<file path="src/rtl/dmx_pkg.sv">
// Shared types and constants of the mono downmix block.
// No dependencies; every other file of the block imports this package.
`timescale 1ns / 1ps

package dmx_pkg;

	// APB register port geometry
	localparam int APB_ADDR_W = 3;
	localparam int APB_DATA_W = 32;

	// register indexes (taken from paddr[2])
	localparam logic REG_NUM_CHANNELS = 1'b0;
	localparam logic REG_WIDTH_MODE   = 1'b1;

	// sample width modes; the unused code behaves as 32-bit signed
	localparam logic [1:0] WMODE_U8  = 2'd0;
	localparam logic [1:0] WMODE_S16 = 2'd1;
	localparam logic [1:0] WMODE_S32 = 2'd2;

	// register reset values
	localparam logic [3:0] NUM_CHANNELS_RST = 4'd2;
	localparam logic [1:0] WIDTH_MODE_RST   = WMODE_S16;

	// sample and result widths
	localparam int SAMPLE_W = 32;

	// sequencer states
	typedef enum logic [2:0] {
		DMX_IDLE,
		DMX_LOAD,
		DMX_DIV,
		DMX_FIX,
		DMX_OUT
	} dmx_state_t;

	// divider status toward the sequencer
	typedef struct packed {
		logic busy;
		logic done;
	} dmx_div_stat_t;

endpackage

</file>
<file path="src/rtl/dmx_if.sv">
// Valid/ready channel interfaces for the sample input and the mono output.
// Depends on dmx_pkg for the sample width.
`timescale 1ns / 1ps

interface dmx_in_if import dmx_pkg::*; ();
	logic                valid;
	logic                ready;
	logic [SAMPLE_W-1:0] sample_word;

	modport source (output valid, output sample_word, input ready);
	modport sink   (input valid, input sample_word, output ready);
endinterface

interface dmx_out_if import dmx_pkg::*; ();
	logic                valid;
	logic                ready;
	logic [SAMPLE_W-1:0] mono_sample;

	modport source (output valid, output mono_sample, input ready);
	modport sink   (input valid, input mono_sample, output ready);
endinterface

</file>
<file path="src/rtl/dmx_cfg_regs.sv">
// APB configuration registers: channel count and sample width mode.
// Depends on dmx_pkg for addresses, codes and reset values.
`timescale 1ns / 1ps

module dmx_cfg_regs import dmx_pkg::*; (
	input  logic                  clk,
	input  logic                  arst_n,
	input  logic                  psel,
	input  logic                  penable,
	input  logic                  pwrite,
	input  logic [APB_ADDR_W-1:0] paddr,
	input  logic [APB_DATA_W-1:0] pwdata,
	output logic [APB_DATA_W-1:0] prdata,
	output logic                  pready,
	output logic [3:0]            num_channels,
	output logic [1:0]            sample_width_mode
);

	logic [3:0] num_channels_q;
	logic [1:0] width_mode_q;
	logic       wr_en;

	assign pready = 1'b1;
	assign wr_en  = psel & penable & pwrite;

	// write on the access cycle
	always_ff @(posedge clk or negedge arst_n) begin
		if (!arst_n) begin
			num_channels_q <= NUM_CHANNELS_RST;
			width_mode_q   <= WIDTH_MODE_RST;
		end else if (wr_en) begin
			case (paddr[2])
				REG_NUM_CHANNELS: num_channels_q <= pwdata[3:0];
				REG_WIDTH_MODE:   width_mode_q   <= pwdata[1:0];
				default: ;
			endcase
		end
	end

	// read back
	always_comb begin
		case (paddr[2])
			REG_NUM_CHANNELS: prdata = {{(APB_DATA_W-4){1'b0}}, num_channels_q};
			REG_WIDTH_MODE:   prdata = {{(APB_DATA_W-2){1'b0}}, width_mode_q};
			default:          prdata = '0;
		endcase
	end

	assign num_channels      = num_channels_q;
	assign sample_width_mode = width_mode_q;

endmodule

</file>
<file path="src/rtl/dmx_divider.sv">
// Restoring serial divider, one quotient bit per cycle, unsigned operands.
// Depends on dmx_pkg for the status struct.
`timescale 1ns / 1ps

module dmx_divider import dmx_pkg::*; #(
	parameter int DIVIDEND_W = 35,
	parameter int DIVISOR_W  = 4
) (
	input  logic                  clk,
	input  logic                  arst_n,
	input  logic                  start,
	input  logic [DIVIDEND_W-1:0] dividend,
	input  logic [DIVISOR_W-1:0]  divisor,
	output logic [DIVIDEND_W-1:0] quotient,
	output dmx_div_stat_t         stat
);

	localparam int STEP_W = $clog2(DIVIDEND_W + 1);

	logic [DIVIDEND_W-1:0] quo_q;
	logic [DIVISOR_W-1:0]  rem_q;
	logic [DIVISOR_W-1:0]  den_q;
	logic [STEP_W-1:0]     step_q;
	logic                  busy_q;
	logic                  done_q;
	logic [DIVISOR_W:0]    trial;
	logic [DIVISOR_W:0]    diff;
	logic                  ge;

	// shift in the next dividend bit and try the subtraction
	assign trial = {rem_q, quo_q[DIVIDEND_W-1]};
	assign diff  = trial - {1'b0, den_q};
	assign ge    = trial >= {1'b0, den_q};

	// control
	always_ff @(posedge clk or negedge arst_n) begin
		if (!arst_n) begin
			busy_q <= 1'b0;
			done_q <= 1'b0;
			step_q <= '0;
		end else begin
			done_q <= 1'b0;
			if (start) begin
				busy_q <= 1'b1;
				step_q <= STEP_W'(DIVIDEND_W);
			end else if (busy_q) begin
				step_q <= step_q - STEP_W'(1);
				if (step_q == STEP_W'(1)) begin
					busy_q <= 1'b0;
					done_q <= 1'b1;
				end
			end
		end
	end

	// datapath
	always_ff @(posedge clk) begin
		if (start) begin
			quo_q <= dividend;
			rem_q <= '0;
			den_q <= divisor;
		end else if (busy_q) begin
			quo_q <= {quo_q[DIVIDEND_W-2:0], ge};
			rem_q <= ge ? diff[DIVISOR_W-1:0] : trial[DIVISOR_W-1:0];
		end
	end

	assign quotient  = quo_q;
	assign stat.busy = busy_q;
	assign stat.done = done_q;

endmodule

</file>
<file path="src/rtl/multichannel_to_mono_downmix.sv">
// Multichannel to mono downmix: accumulate one frame, average, clamp.
// Usage:
//   sample_ch (valid/ready) takes interleaved channel samples, one per beat,
//   as raw little-endian words; mono_ch (valid/ready) gives one mono sample
//   per frame. The APB port holds num_channels (0x0) and sample_width_mode
//   (0x4); 0 channels acts as 1, more than MAX_CHANNELS acts as MAX_CHANNELS.
// Timing:
//   A sample that does not end a frame is added to the sum and the block
//   stays ready. The last sample of a frame sends the sequencer through
//   LOAD (divider start), DIV, FIX (sign restore) and OUT (output load);
//   the serial divider gives one quotient bit per cycle over the
//   33 + clog2(MAX_CHANNELS) bit sum magnitude, and sample_ch is not ready
//   until the sequencer is back in IDLE.
// Reset:
//   arst_n clears the partial frame, the output valid flag and the sequencer;
//   registers return to 2 channels, 16-bit signed.
// Stall:
//   A result waits in the output register while mono_ch is not ready; the
//   next frame may be accumulated meanwhile, and its result holds in the
//   sequencer until the register frees.
// Depends on dmx_pkg, dmx_if, dmx_cfg_regs and dmx_divider.
`timescale 1ns / 1ps

module multichannel_to_mono_downmix import dmx_pkg::*; #(
	parameter int MAX_CHANNELS = 8
) (
	input  logic                  clk,
	input  logic                  arst_n,
	dmx_in_if.sink                sample_ch,
	dmx_out_if.source             mono_ch,
	input  logic                  psel,
	input  logic                  penable,
	input  logic                  pwrite,
	input  logic [APB_ADDR_W-1:0] paddr,
	input  logic [APB_DATA_W-1:0] pwdata,
	output logic [APB_DATA_W-1:0] prdata,
	output logic                  pready
);

	localparam int CNT_W = $clog2(MAX_CHANNELS + 1);
	localparam int SUM_W = SAMPLE_W + 1 + $clog2(MAX_CHANNELS);

	logic [3:0]          num_channels;
	logic [1:0]          width_mode;
	logic [CNT_W-1:0]    eff_n;
	logic [CNT_W-1:0]    cnt_q;
	logic [CNT_W-1:0]    cnt_inc;
	logic                frame_end;
	logic [SUM_W-1:0]    sum_q;
	logic [SUM_W-1:0]    dec;
	logic [SUM_W-1:0]    mag;
	logic                neg_q;
	logic [SUM_W-1:0]    avg_q;
	logic [SUM_W-1:0]    quotient;
	logic [SAMPLE_W-1:0] clamped;
	logic [SAMPLE_W-1:0] mono_q;
	logic                out_valid_q;
	logic                accept;
	logic                div_start;
	logic                out_load;
	logic                in_ready;
	dmx_div_stat_t       div_stat;
	dmx_state_t          state_q;
	dmx_state_t          state_d;

	dmx_cfg_regs u_cfg (
		.clk               (clk),
		.arst_n            (arst_n),
		.psel              (psel),
		.penable           (penable),
		.pwrite            (pwrite),
		.paddr             (paddr),
		.pwdata            (pwdata),
		.prdata            (prdata),
		.pready            (pready),
		.num_channels      (num_channels),
		.sample_width_mode (width_mode)
	);

	dmx_divider #(
		.DIVIDEND_W (SUM_W),
		.DIVISOR_W  (CNT_W)
	) u_div (
		.clk      (clk),
		.arst_n   (arst_n),
		.start    (div_start),
		.dividend (mag),
		.divisor  (eff_n),
		.quotient (quotient),
		.stat     (div_stat)
	);

	// effective channel count: zero acts as one, saturate at the maximum
	always_comb begin
		if (num_channels == 4'd0) begin
			eff_n = CNT_W'(1);
		end else if (32'(num_channels) > 32'(MAX_CHANNELS)) begin
			eff_n = CNT_W'(MAX_CHANNELS);
		end else begin
			eff_n = CNT_W'(num_channels);
		end
	end

	// decode the raw word to a sign- or zero-extended sample
	always_comb begin
		case (width_mode)
			WMODE_U8:  dec = {{(SUM_W-8){1'b0}}, sample_ch.sample_word[7:0]};
			WMODE_S16: dec = {{(SUM_W-16){sample_ch.sample_word[15]}},
				sample_ch.sample_word[15:0]};
			default:   dec = {{(SUM_W-SAMPLE_W){sample_ch.sample_word[SAMPLE_W-1]}},
				sample_ch.sample_word};
		endcase
	end

	assign cnt_inc   = cnt_q + CNT_W'(1);
	assign frame_end = cnt_inc >= eff_n;
	assign accept    = sample_ch.valid & in_ready;
	assign mag       = sum_q[SUM_W-1] ? (~sum_q + SUM_W'(1)) : sum_q;

	// clamp the average to the configured width
	always_comb begin
		case (width_mode)
			WMODE_U8: clamped = {{(SAMPLE_W-8){1'b0}}, avg_q[7:0]};
			WMODE_S16: begin
				if ((&avg_q[SUM_W-1:15]) | ~(|avg_q[SUM_W-1:15])) begin
					clamped = {{(SAMPLE_W-16){1'b0}}, avg_q[15:0]};
				end else if (avg_q[SUM_W-1]) begin
					clamped = 32'h0000_8000;
				end else begin
					clamped = 32'h0000_7FFF;
				end
			end
			default: begin
				if ((&avg_q[SUM_W-1:SAMPLE_W-1]) | ~(|avg_q[SUM_W-1:SAMPLE_W-1])) begin
					clamped = avg_q[SAMPLE_W-1:0];
				end else if (avg_q[SUM_W-1]) begin
					clamped = 32'h8000_0000;
				end else begin
					clamped = 32'h7FFF_FFFF;
				end
			end
		endcase
	end

	// sequencer: next state and strobes
	always_comb begin
		state_d   = state_q;
		in_ready  = 1'b0;
		div_start = 1'b0;
		out_load  = 1'b0;
		case (state_q)
			DMX_IDLE: begin
				in_ready = 1'b1;
				if (sample_ch.valid && frame_end) begin
					state_d = DMX_LOAD;
				end
			end
			DMX_LOAD: begin
				div_start = 1'b1;
				state_d   = DMX_DIV;
			end
			DMX_DIV: begin
				if (div_stat.done) begin
					state_d = DMX_FIX;
				end
			end
			DMX_FIX: state_d = DMX_OUT;
			DMX_OUT: begin
				if (!out_valid_q || mono_ch.ready) begin
					out_load = 1'b1;
					state_d  = DMX_IDLE;
				end
			end
			default: state_d = DMX_IDLE;
		endcase
	end

	always_ff @(posedge clk or negedge arst_n) begin
		if (!arst_n) begin
			state_q <= DMX_IDLE;
		end else begin
			state_q <= state_d;
		end
	end

	// accumulate the frame; clear it once the divider has its operand
	always_ff @(posedge clk or negedge arst_n) begin
		if (!arst_n) begin
			sum_q <= '0;
			cnt_q <= '0;
			neg_q <= 1'b0;
		end else if (accept) begin
			sum_q <= sum_q + dec;
			cnt_q <= frame_end ? '0 : cnt_inc;
		end else if (div_start) begin
			neg_q <= sum_q[SUM_W-1];
			sum_q <= '0;
		end
	end

	// restore the sign of the quotient
	always_ff @(posedge clk) begin
		if (state_q == DMX_FIX) begin
			avg_q <= neg_q ? (~quotient + SUM_W'(1)) : quotient;
		end
	end

	// output register: hold until the beat is taken
	always_ff @(posedge clk or negedge arst_n) begin
		if (!arst_n) begin
			out_valid_q <= 1'b0;
		end else if (out_load) begin
			out_valid_q <= 1'b1;
		end else if (mono_ch.ready) begin
			out_valid_q <= 1'b0;
		end
	end

	always_ff @(posedge clk) begin
		if (out_load) begin
			mono_q <= clamped;
		end
	end

	assign sample_ch.ready     = in_ready;
	assign mono_ch.valid       = out_valid_q;
	assign mono_ch.mono_sample = mono_q;

endmodule
</file>
<file path="src/flat_wrapper.sv">
// flat-port wrapper written by rule: the top's interface ports become plain ports
module multichannel_to_mono_downmix_flat import dmx_pkg::*;
#(
	parameter int MAX_CHANNELS = 8
)
  (clk, arst_n, psel, penable, pwrite, paddr, pwdata, prdata, pready, sample_ch_valid, sample_ch_sample_word, sample_ch_ready, mono_ch_valid, mono_ch_mono_sample, mono_ch_ready);
  dmx_in_if sample_ch_i ();
  dmx_out_if mono_ch_i ();
  input  logic clk;
  input  logic arst_n;
  input  logic psel;
  input  logic penable;
  input  logic pwrite;
  input  logic [APB_ADDR_W-1:0] paddr;
  input  logic [APB_DATA_W-1:0] pwdata;
  output logic [APB_DATA_W-1:0] prdata;
  output logic pready;
  input wire logic [$bits(sample_ch_i.valid)-1:0] sample_ch_valid;
  input wire logic [$bits(sample_ch_i.sample_word)-1:0] sample_ch_sample_word;
  output wire logic [$bits(sample_ch_i.ready)-1:0] sample_ch_ready;
  output wire logic [$bits(mono_ch_i.valid)-1:0] mono_ch_valid;
  output wire logic [$bits(mono_ch_i.mono_sample)-1:0] mono_ch_mono_sample;
  input wire logic [$bits(mono_ch_i.ready)-1:0] mono_ch_ready;
  assign sample_ch_i.valid = sample_ch_valid;
  assign sample_ch_i.sample_word = sample_ch_sample_word;
  assign sample_ch_ready = sample_ch_i.ready;
  assign mono_ch_valid = mono_ch_i.valid;
  assign mono_ch_mono_sample = mono_ch_i.mono_sample;
  assign mono_ch_i.ready = mono_ch_ready;
  multichannel_to_mono_downmix #(.MAX_CHANNELS(MAX_CHANNELS)) u_core (.clk(clk), .arst_n(arst_n), .sample_ch(sample_ch_i), .mono_ch(mono_ch_i), .psel(psel), .penable(penable), .pwrite(pwrite), .paddr(paddr), .pwdata(pwdata), .prdata(prdata), .pready(pready));
endmodule
</file>
<file path="config.mk">
export PLATFORM = sky130hd
export DESIGN_NAME = multichannel_to_mono_downmix_flat
export DESIGN_NICKNAME = d
export VERILOG_FILES = /design/src/rtl/dmx_pkg.sv /design/src/rtl/dmx_if.sv /design/src/rtl/dmx_cfg_regs.sv /design/src/rtl/dmx_divider.sv /design/src/rtl/multichannel_to_mono_downmix.sv /design/src/flat_wrapper.sv
export SDC_FILE = /design/constraint.sdc
export NUM_CORES = 1
export LEC_CHECK = 0
export ABC_AREA = 1
export BUFFER_PORTS_ARGS = -buffer_cell sky130_fd_sc_hd__buf_2
export CAP_MARGIN = 40
export CORE_MARGIN = 3
export CORE_UTILIZATION = 45
export DETAILED_ROUTE_END_ITERATION = 7
export GPL_ROUTABILITY_DRIVEN = 0
export SLEW_MARGIN = 10
export SYNTH_ARGS = -nofsm -noshare
export SYNTH_HDL_FRONTEND = slang
export SYNTH_SLANG_ARGS = --single-unit
</file>
<file path="constraint.sdc">
create_clock -name clk -period 3.8 [get_ports clk]
set_input_delay 0.19 -clock clk [delete_from_list [all_inputs] [get_ports clk]]
set_output_delay 0.19 -clock clk [all_outputs]
set_load 0.01 [all_outputs]
</file>
### Word-level counts from Yosys, hierarchy flattened

Cells that the tools add are included.

| storage, ports and cells | value |
|---|---|
| register bits | 171 |
| latch bits | 0 |
| bits in writable memories | 0 |
| bits in read-only memories | 0 |
| bits of input ports | 74 |
| logic and storage cells | 96 |
| memories kept | 0 |

| operators by class | value |
|---|---|
| add/subtract/negate cells | 6 |
| multiply operators | 0 |
| div/mod/pow operators | 0 |
| $lt $le $gt $ge | 3 |
| equal/unequal tests | 9 |
| shift-type cells | 0 |
| mux-type cells | 35 |
| bitwise gates (word level) | 11 |
| reductions and logical operators | 17 |

Operators with widths:

| kind | count |
|---|---|
| 2-to-1 mux 36 bit | 6 |
| case mux 32 bit (2 select lines) | 2 |
| 2-to-1 mux 32 bit | 3 |
| adder 36 x 1 -> 36 bit, second input constant | 2 |
| inverter 36 bit | 2 |
| case mux 36 bit (2 select lines) | 1 |
| adder 36 bit | 1 |
| AND reduction 21 bit | 1 |
| OR reduction 21 bit | 1 |
| 2-to-1 mux 16 bit | 1 |
| 2-to-1 mux 4 bit | 4 |
| case mux 3 bit (5 select lines) | 1 |
| 2-to-1 mux 1 bit | 12 |
| 2-to-1 mux 6 bit | 2 |
| 2-to-1 mux 3 bit | 3 |
| == test 3 x 2 -> 1 bit, second input constant | 2 |
| == test 6 x 1 -> 1 bit, second input constant | 1 |
| AND reduction 2 bit | 3 |
| nonzero test 2 bit | 3 |
| subtractor 6 x 1 -> 6 bit, second input constant | 1 |
| >= comparator 5 x 4 -> 1 bit | 1 |
| AND reduction 5 bit | 1 |
| OR reduction 5 bit | 1 |
| adder 4 x 1 -> 4 bit, second input constant | 1 |
| other kinds (18) | 25 |

### Logic depth before layout (Yosys ltp)

| depth | value |
|---|---|
| word-level depth | 7 |
| mapped depth | 17 |

### Cells and area by module

From an unflattened synthesis, not the netlist that was laid out.

| second synthesis, totals | value |
|---|---|
| cell total of the unflattened synthesis | 1684 |
| area total of the unflattened synthesis | 12304.3 um2 |

Modules (own cells, without submodules):

| module | instances | cells an instance | area an instance (um2) |
|---|---|---|---|
| multichannel_to_mono_downmix | 1 | 1362 | 9360.2 |
| dmx_divider | 1 | 250 | 2393.5 |
| dmx_cfg_regs | 1 | 72 | 550.5 |

### Worst setup path before layout

No wires, ideal clock.

| path | value |
|---|---|
| path type | register -> register |
| from | register u_core.state_q[2] |
| to | register u_core.avg_q[0], enable pin |
| setup time | 0.476 ns |
| arrival time | 2.958 ns |
| required time | 3.324 ns |
| setup slack | 0.366 ns |
| stages on the path, launching flop included | 2 |
| period minus slack after synthesis | 3.434 ns |
| path through | dfrtp_1 nor3_1 |

| on the way | value |
|---|---|
| cells in the longest elaborated chain, start to end | 1 |

RTL lines:

| what | RTL line | source |
|---|---|---|
| start, declared | multichannel_to_mono_downmix.sv:63 | `dmx_state_t state_q;` |
| start signal, assigned | multichannel_to_mono_downmix.sv:182 | `state_q <= state_d;` |
| == test 3 x 2 -> 1 bit | multichannel_to_mono_downmix.sv:203 | `if (state_q == DMX_FIX) begin` |
| end signal, assigned | multichannel_to_mono_downmix.sv:204 | `avg_q <= neg_q ? (~quotient + SUM_W'(1)) : quotient;` |
| end, declared | multichannel_to_mono_downmix.sv:53 | `logic [SUM_W-1:0] avg_q;` |

No other way between the ends.
A chain may end at the register's enable or synchronous reset.

### Final worst setup path

| path | value |
|---|---|
| from | register u_core.u_cfg.width_mode_q[1] (netlist: u_core.u_cfg.sample_width_mode[1]) |
| to | register u_core.sum_q[34] |

| on the way | value |
|---|---|
| cells in the longest elaborated chain, start to end | 4 |
| elaborated cells between the ends (all ways) | 5 |
| those cells by class | 1 x add/sub; 1 x eq/ne; 2 x mux; 1 x reduce/logical |

RTL lines:

| what | RTL line | source |
|---|---|---|
| start, declared | dmx_cfg_regs.sv:20 | `logic [1:0] width_mode_q;` |
| start signal, assigned | dmx_cfg_regs.sv:34 | `REG_WIDTH_MODE: width_mode_q <= pwdata[1:0];` |
| == test 2 x 1 -> 1 bit or logical NOT 2 bit (tied branches) | multichannel_to_mono_downmix.sv:106 | `case (width_mode)` |
| case mux 36 bit (2 select lines) (*) | multichannel_to_mono_downmix.sv:106 |  |
| adder 36 bit (*) | multichannel_to_mono_downmix.sv:193 | `sum_q <= sum_q + dec;` |
| 2-to-1 mux 36 bit (*) | multichannel_to_mono_downmix.sv:192 | `end else if (accept) begin` |
| end signal, assigned | multichannel_to_mono_downmix.sv:193 |  |
| end, declared | multichannel_to_mono_downmix.sv:49 | `logic [SUM_W-1:0] sum_q;` |

Every way passes the cells marked *; elsewhere a longest branch is shown, timed or not.

==> metrics.md <==
| Metric | Value |
|---|---|
| Status | `completed` |
| CP Data Required Time | `4.12 ns` |
| VDD IR max | `0.2734 mV` |
| Largest net degree at the start of global routing | `51` |
| Critical-path maximum fanout | `18` |
| CP max-delay cell | `clkinv_1` |
| Rows | `59` |
| First-pass GRT wire length | `49.89 mm` |
| Routed WL | `30.19 mm` |
| Critical Path Sink Type | `flip-flop` |
| Crit path launch type | `flip-flop` |
| Area of the multi-input gates | `6183 um^2` |
| DRT iter0 DRCs | `approximately 800` |
| H-tree levels | `4` |
| Worst reg-to-reg setup slack | `approximately 0.43 ns` |
| Worst EP arrival | `around 3.7 ns` |
| DRC | `0` |
| Vias in the first global route | `around 10000` |
| Leak | `6.708 nW` |
| Sequential fraction of the synthesis area | `39.33%` |
| Final period util | `88.60%` |
| Final Hold Viols | `0` |
| Antenna diode count | `0` |
| Hold_ws | `~0.043 ns` |
| Slew @ Worst Pin | `0.8135 ns` |
| Leading cell type in the layout, fill and taps excluded | `nand2_1` |
| Die area | `~30000 um^2` |
| Skew final | `0.01199 ns` |
| Clock Pin Slew Worst Setup and Hold Paths | `0.08 ns` |
| Syn Area/Cell | `7.311 um^2` |
| # nets final | `1878` |
| WHS Endpoint | `u_core.state_q[0]` |
| Worst reg2reg startpoint | `u_core.u_cfg.sample_width_mode[1]` |
| Clock Latency Late Sink | `between 0.4 and 0.5 ns` |
| Hold Crit Start | `sample_ch_valid` |
| Achievable frequency | `297.0 MHz` |
| Die X-Extent | `roughly 170 um` |
| CP Class | `reg2reg` |
| Initial antenna violation count | `0` |
| Wirelength per Cell | `14.38 um` |
| Syn Inst Count | `approximately 1700` |
| Total track usage | `between 20% and 30%` |
| Setup Buffers After CTS | `0` |
| RSZ-0062 raised after global routing | `no` |
| Slew headroom | `between 40% and 50%` |
| Core Area | `26350 um^2` |
| Count of final setup violators | `0` |
| Cell area after synthesis | `around 12000 um^2` |
| Post-CTS Resized | `0` |
| CTS Buf Count | `17` |
| Ys async rst share | `between 30 and 40%` |
| Worst Hold Class | `in2reg` |
| Synth Flop Type | `edfxtp_1` |
| Setup tns final | `0 ns` |
| Syn. warnings | `0` |
| DR vias | `about 11000` |
| ANT nets after route | `0` |
| CTS tree | `built` |
| Layout Area Growth over Synthesis | `11.03%` |
| Gr ovfl total | `0` |
| Hold Buf Count CTS | `6` |
| Register area | `4802 um^2` |
| Synth Register Bits | `171` |
| DR pass1 iterations | `5` |
| Pwr/cell area | `around 760 nW/um^2` |
| Buffers on Ports | `81` |
| Die height | `170.7 um` |
| Synth cell types | `55` |
| Via/cell ratio | `slightly above 5` |
| # IOs | `141` |
| CP peak stage delay | `0.57 ns` |
| CTS sink cnt | `between 150 and 200` |
| Worst R2R End | `u_core.sum_q[34]` |
| Hpwl dp | `about 24 mm` |
| Hold Path Depth | `3` |
| Deepest clock path buffer count | `2` |
| Fillcell total | `~2600` |
| Clk root buf | `clkbuf_16` |
| Final Critical Period | `approximately 3.4 ns` |
| Most frequent CP cell | `nand2_1` |
| Initial Util | `46.33%` |
| Crit path cell chain | `clkinv_1 -> o21ai_2 -> o21ai_0 -> inv_1 -> ha_1 -> nand2_1 -> inv_1 -> a21oi_1 -> a21boi_0 -> nand2_1 -> nand2_1 -> nand3_1 -> nand3_1 -> nand2_1` |
| Maxcap violations | `0` |
| Number of synthesized flops with an enable pin | `108` |
| Most frequent cells in the layout | `481 x nand2_1, 243 x inv_1, 146 x nor2_1` |
| FF-to-FF path depth | `14` |
| Layout cells sized above 1 | `between 10% and 20%` |
| Slew Viols, Final | `0` |
## cells in the mapped netlist (12+ instances only)
library cell    n  area, um^2
a21oi_1        58       290.3
buf_2          13       65.06
buf_4          30       225.2
clkbuf_1       18       67.56
dfrtp_1        57        1426
edfxtp_1      108        3243
ha_1           51       638.1
inv_1         243       912.1
nand2_1       481        1805
nand3_1       103       515.5
nand4_1        21       131.4
nor2_1        147       551.8
nor3_1         31       155.2
o21ai_0       116       580.6
o31ai_1        12       90.09
xnor2_1        12       105.1
xor2_1         42       367.9
## worst max-delay path, delay by kind of cell (launching register included)
family / cells / cell delay [ns]
compound gates: 4 / 1.16
fa+ha+maj: 1 / 0.27
buf+inv: 3 / 0.72
flops: 1 / 0.41
simple gates: 6 / 0.66
## logic make-up (layout without fill, tap and decap cells)
kind of cell	after synthesis	in the layout	share of synthesized area, %
buffers and inverters	320	387	10.96
other	2	29	0.06151
and+or+nand+nor	829	829	29.16
xor gates and xnor gates	54	54	3.874
DFF	171	171	39.33
adders and majority gates	53	53	5.554
AOI/OAI and AO/OA	241	241	11.07
## where the power goes
part | internal (W) | total (W) | switching [W]
registers | 0.00290 | 0.00352 | 0.000624
clock network | 0.000970 | 0.00186 | 0.000891
logic | 0.00166 | 0.00493 | 0.00327
total | 0.00553 | 0.0103 | 0.00478
## final cells by class
class / instances / share of cell area, %
Clock buffer: 17 / 3.138
Timing Repair Buffer: 100 / 4.154
Inverter: 255 / 7.061
Tap cell: 335 / 3.092
Clock inverter: 15 / 1.514
Sequential cell: 171 / 35.43
Multi-Input combinational cell: 1206 / 45.62
## stage by stage
| stage | instance area [um^2] | power, W | worst slack [ns] | std cells | utilization [%] |
|---|---|---|---|---|---|
| after detailed placement | 12860 | 0.008453 | 0.4906 | 2061 | 48.82 |
| after global placement | 12860 | 0.008357 | 0.5846 | 2060 | 48.79 |
| final | 13560 | 0.01031 | 0.4331 | 2099 | 51.44 |
| after global routing | 13560 | 0.01128 | 0.1398 | 2099 | 51.44 |
| after CTS | 13560 | 0.01034 | 0.4636 | 2099 | 51.44 |
| after floorplan | 12310 | 0.007169 | 0.3658 | 1697 | - |
## worst max path at each step
stage,start,end,slack [ns],cells after the start
after floorplan,u_core.state_q[2],u_core.avg_q[0],0.37,1
after global placement,u_core.u_cfg.sample_width_mode[1],u_core.sum_q[34],0.58,14
after detailed placement,u_core.u_cfg.sample_width_mode[1],u_core.sum_q[34],0.49,14
after CTS,u_core.u_cfg.sample_width_mode[1],u_core.sum_q[34],0.46,14
after global routing,u_core.u_cfg.sample_width_mode[1],u_core.sum_q[32],0.14,13
final,u_core.u_cfg.sample_width_mode[1],u_core.sum_q[34],0.43,14
## sequential cells by signal, indices dropped and copies added, names as in the netlist
name and cells:
u_core.avg_q 36, u_core.cnt_q 4, u_core.mono_ch.mono_sample 32, u_core.mono_ch.valid 1
u_core.neg_q 1, u_core.state_q 3, u_core.sum_q 36, u_core.u_cfg.num_channels 4
u_core.u_cfg.sample_width_mode 2, u_core.u_div.busy_q 1, u_core.u_div.den_q 4, u_core.u_div.done_q 1
u_core.u_div.quotient 36, u_core.u_div.rem_q 4, u_core.u_div.step_q 6
## routing by layer
metal | GRT usage [%] | vias to the layer above | wire (um)
li1 | - | 5540 | -
met1 | 29.70 | 4783 | 14660
met2 | 34.47 | 250 | 13670
met3 | 2.680 | 41 | 1180
met4 | 7.266 | 0 | 676
met5 | 0 | - | 0
Power figures use the tool's default switching activity.
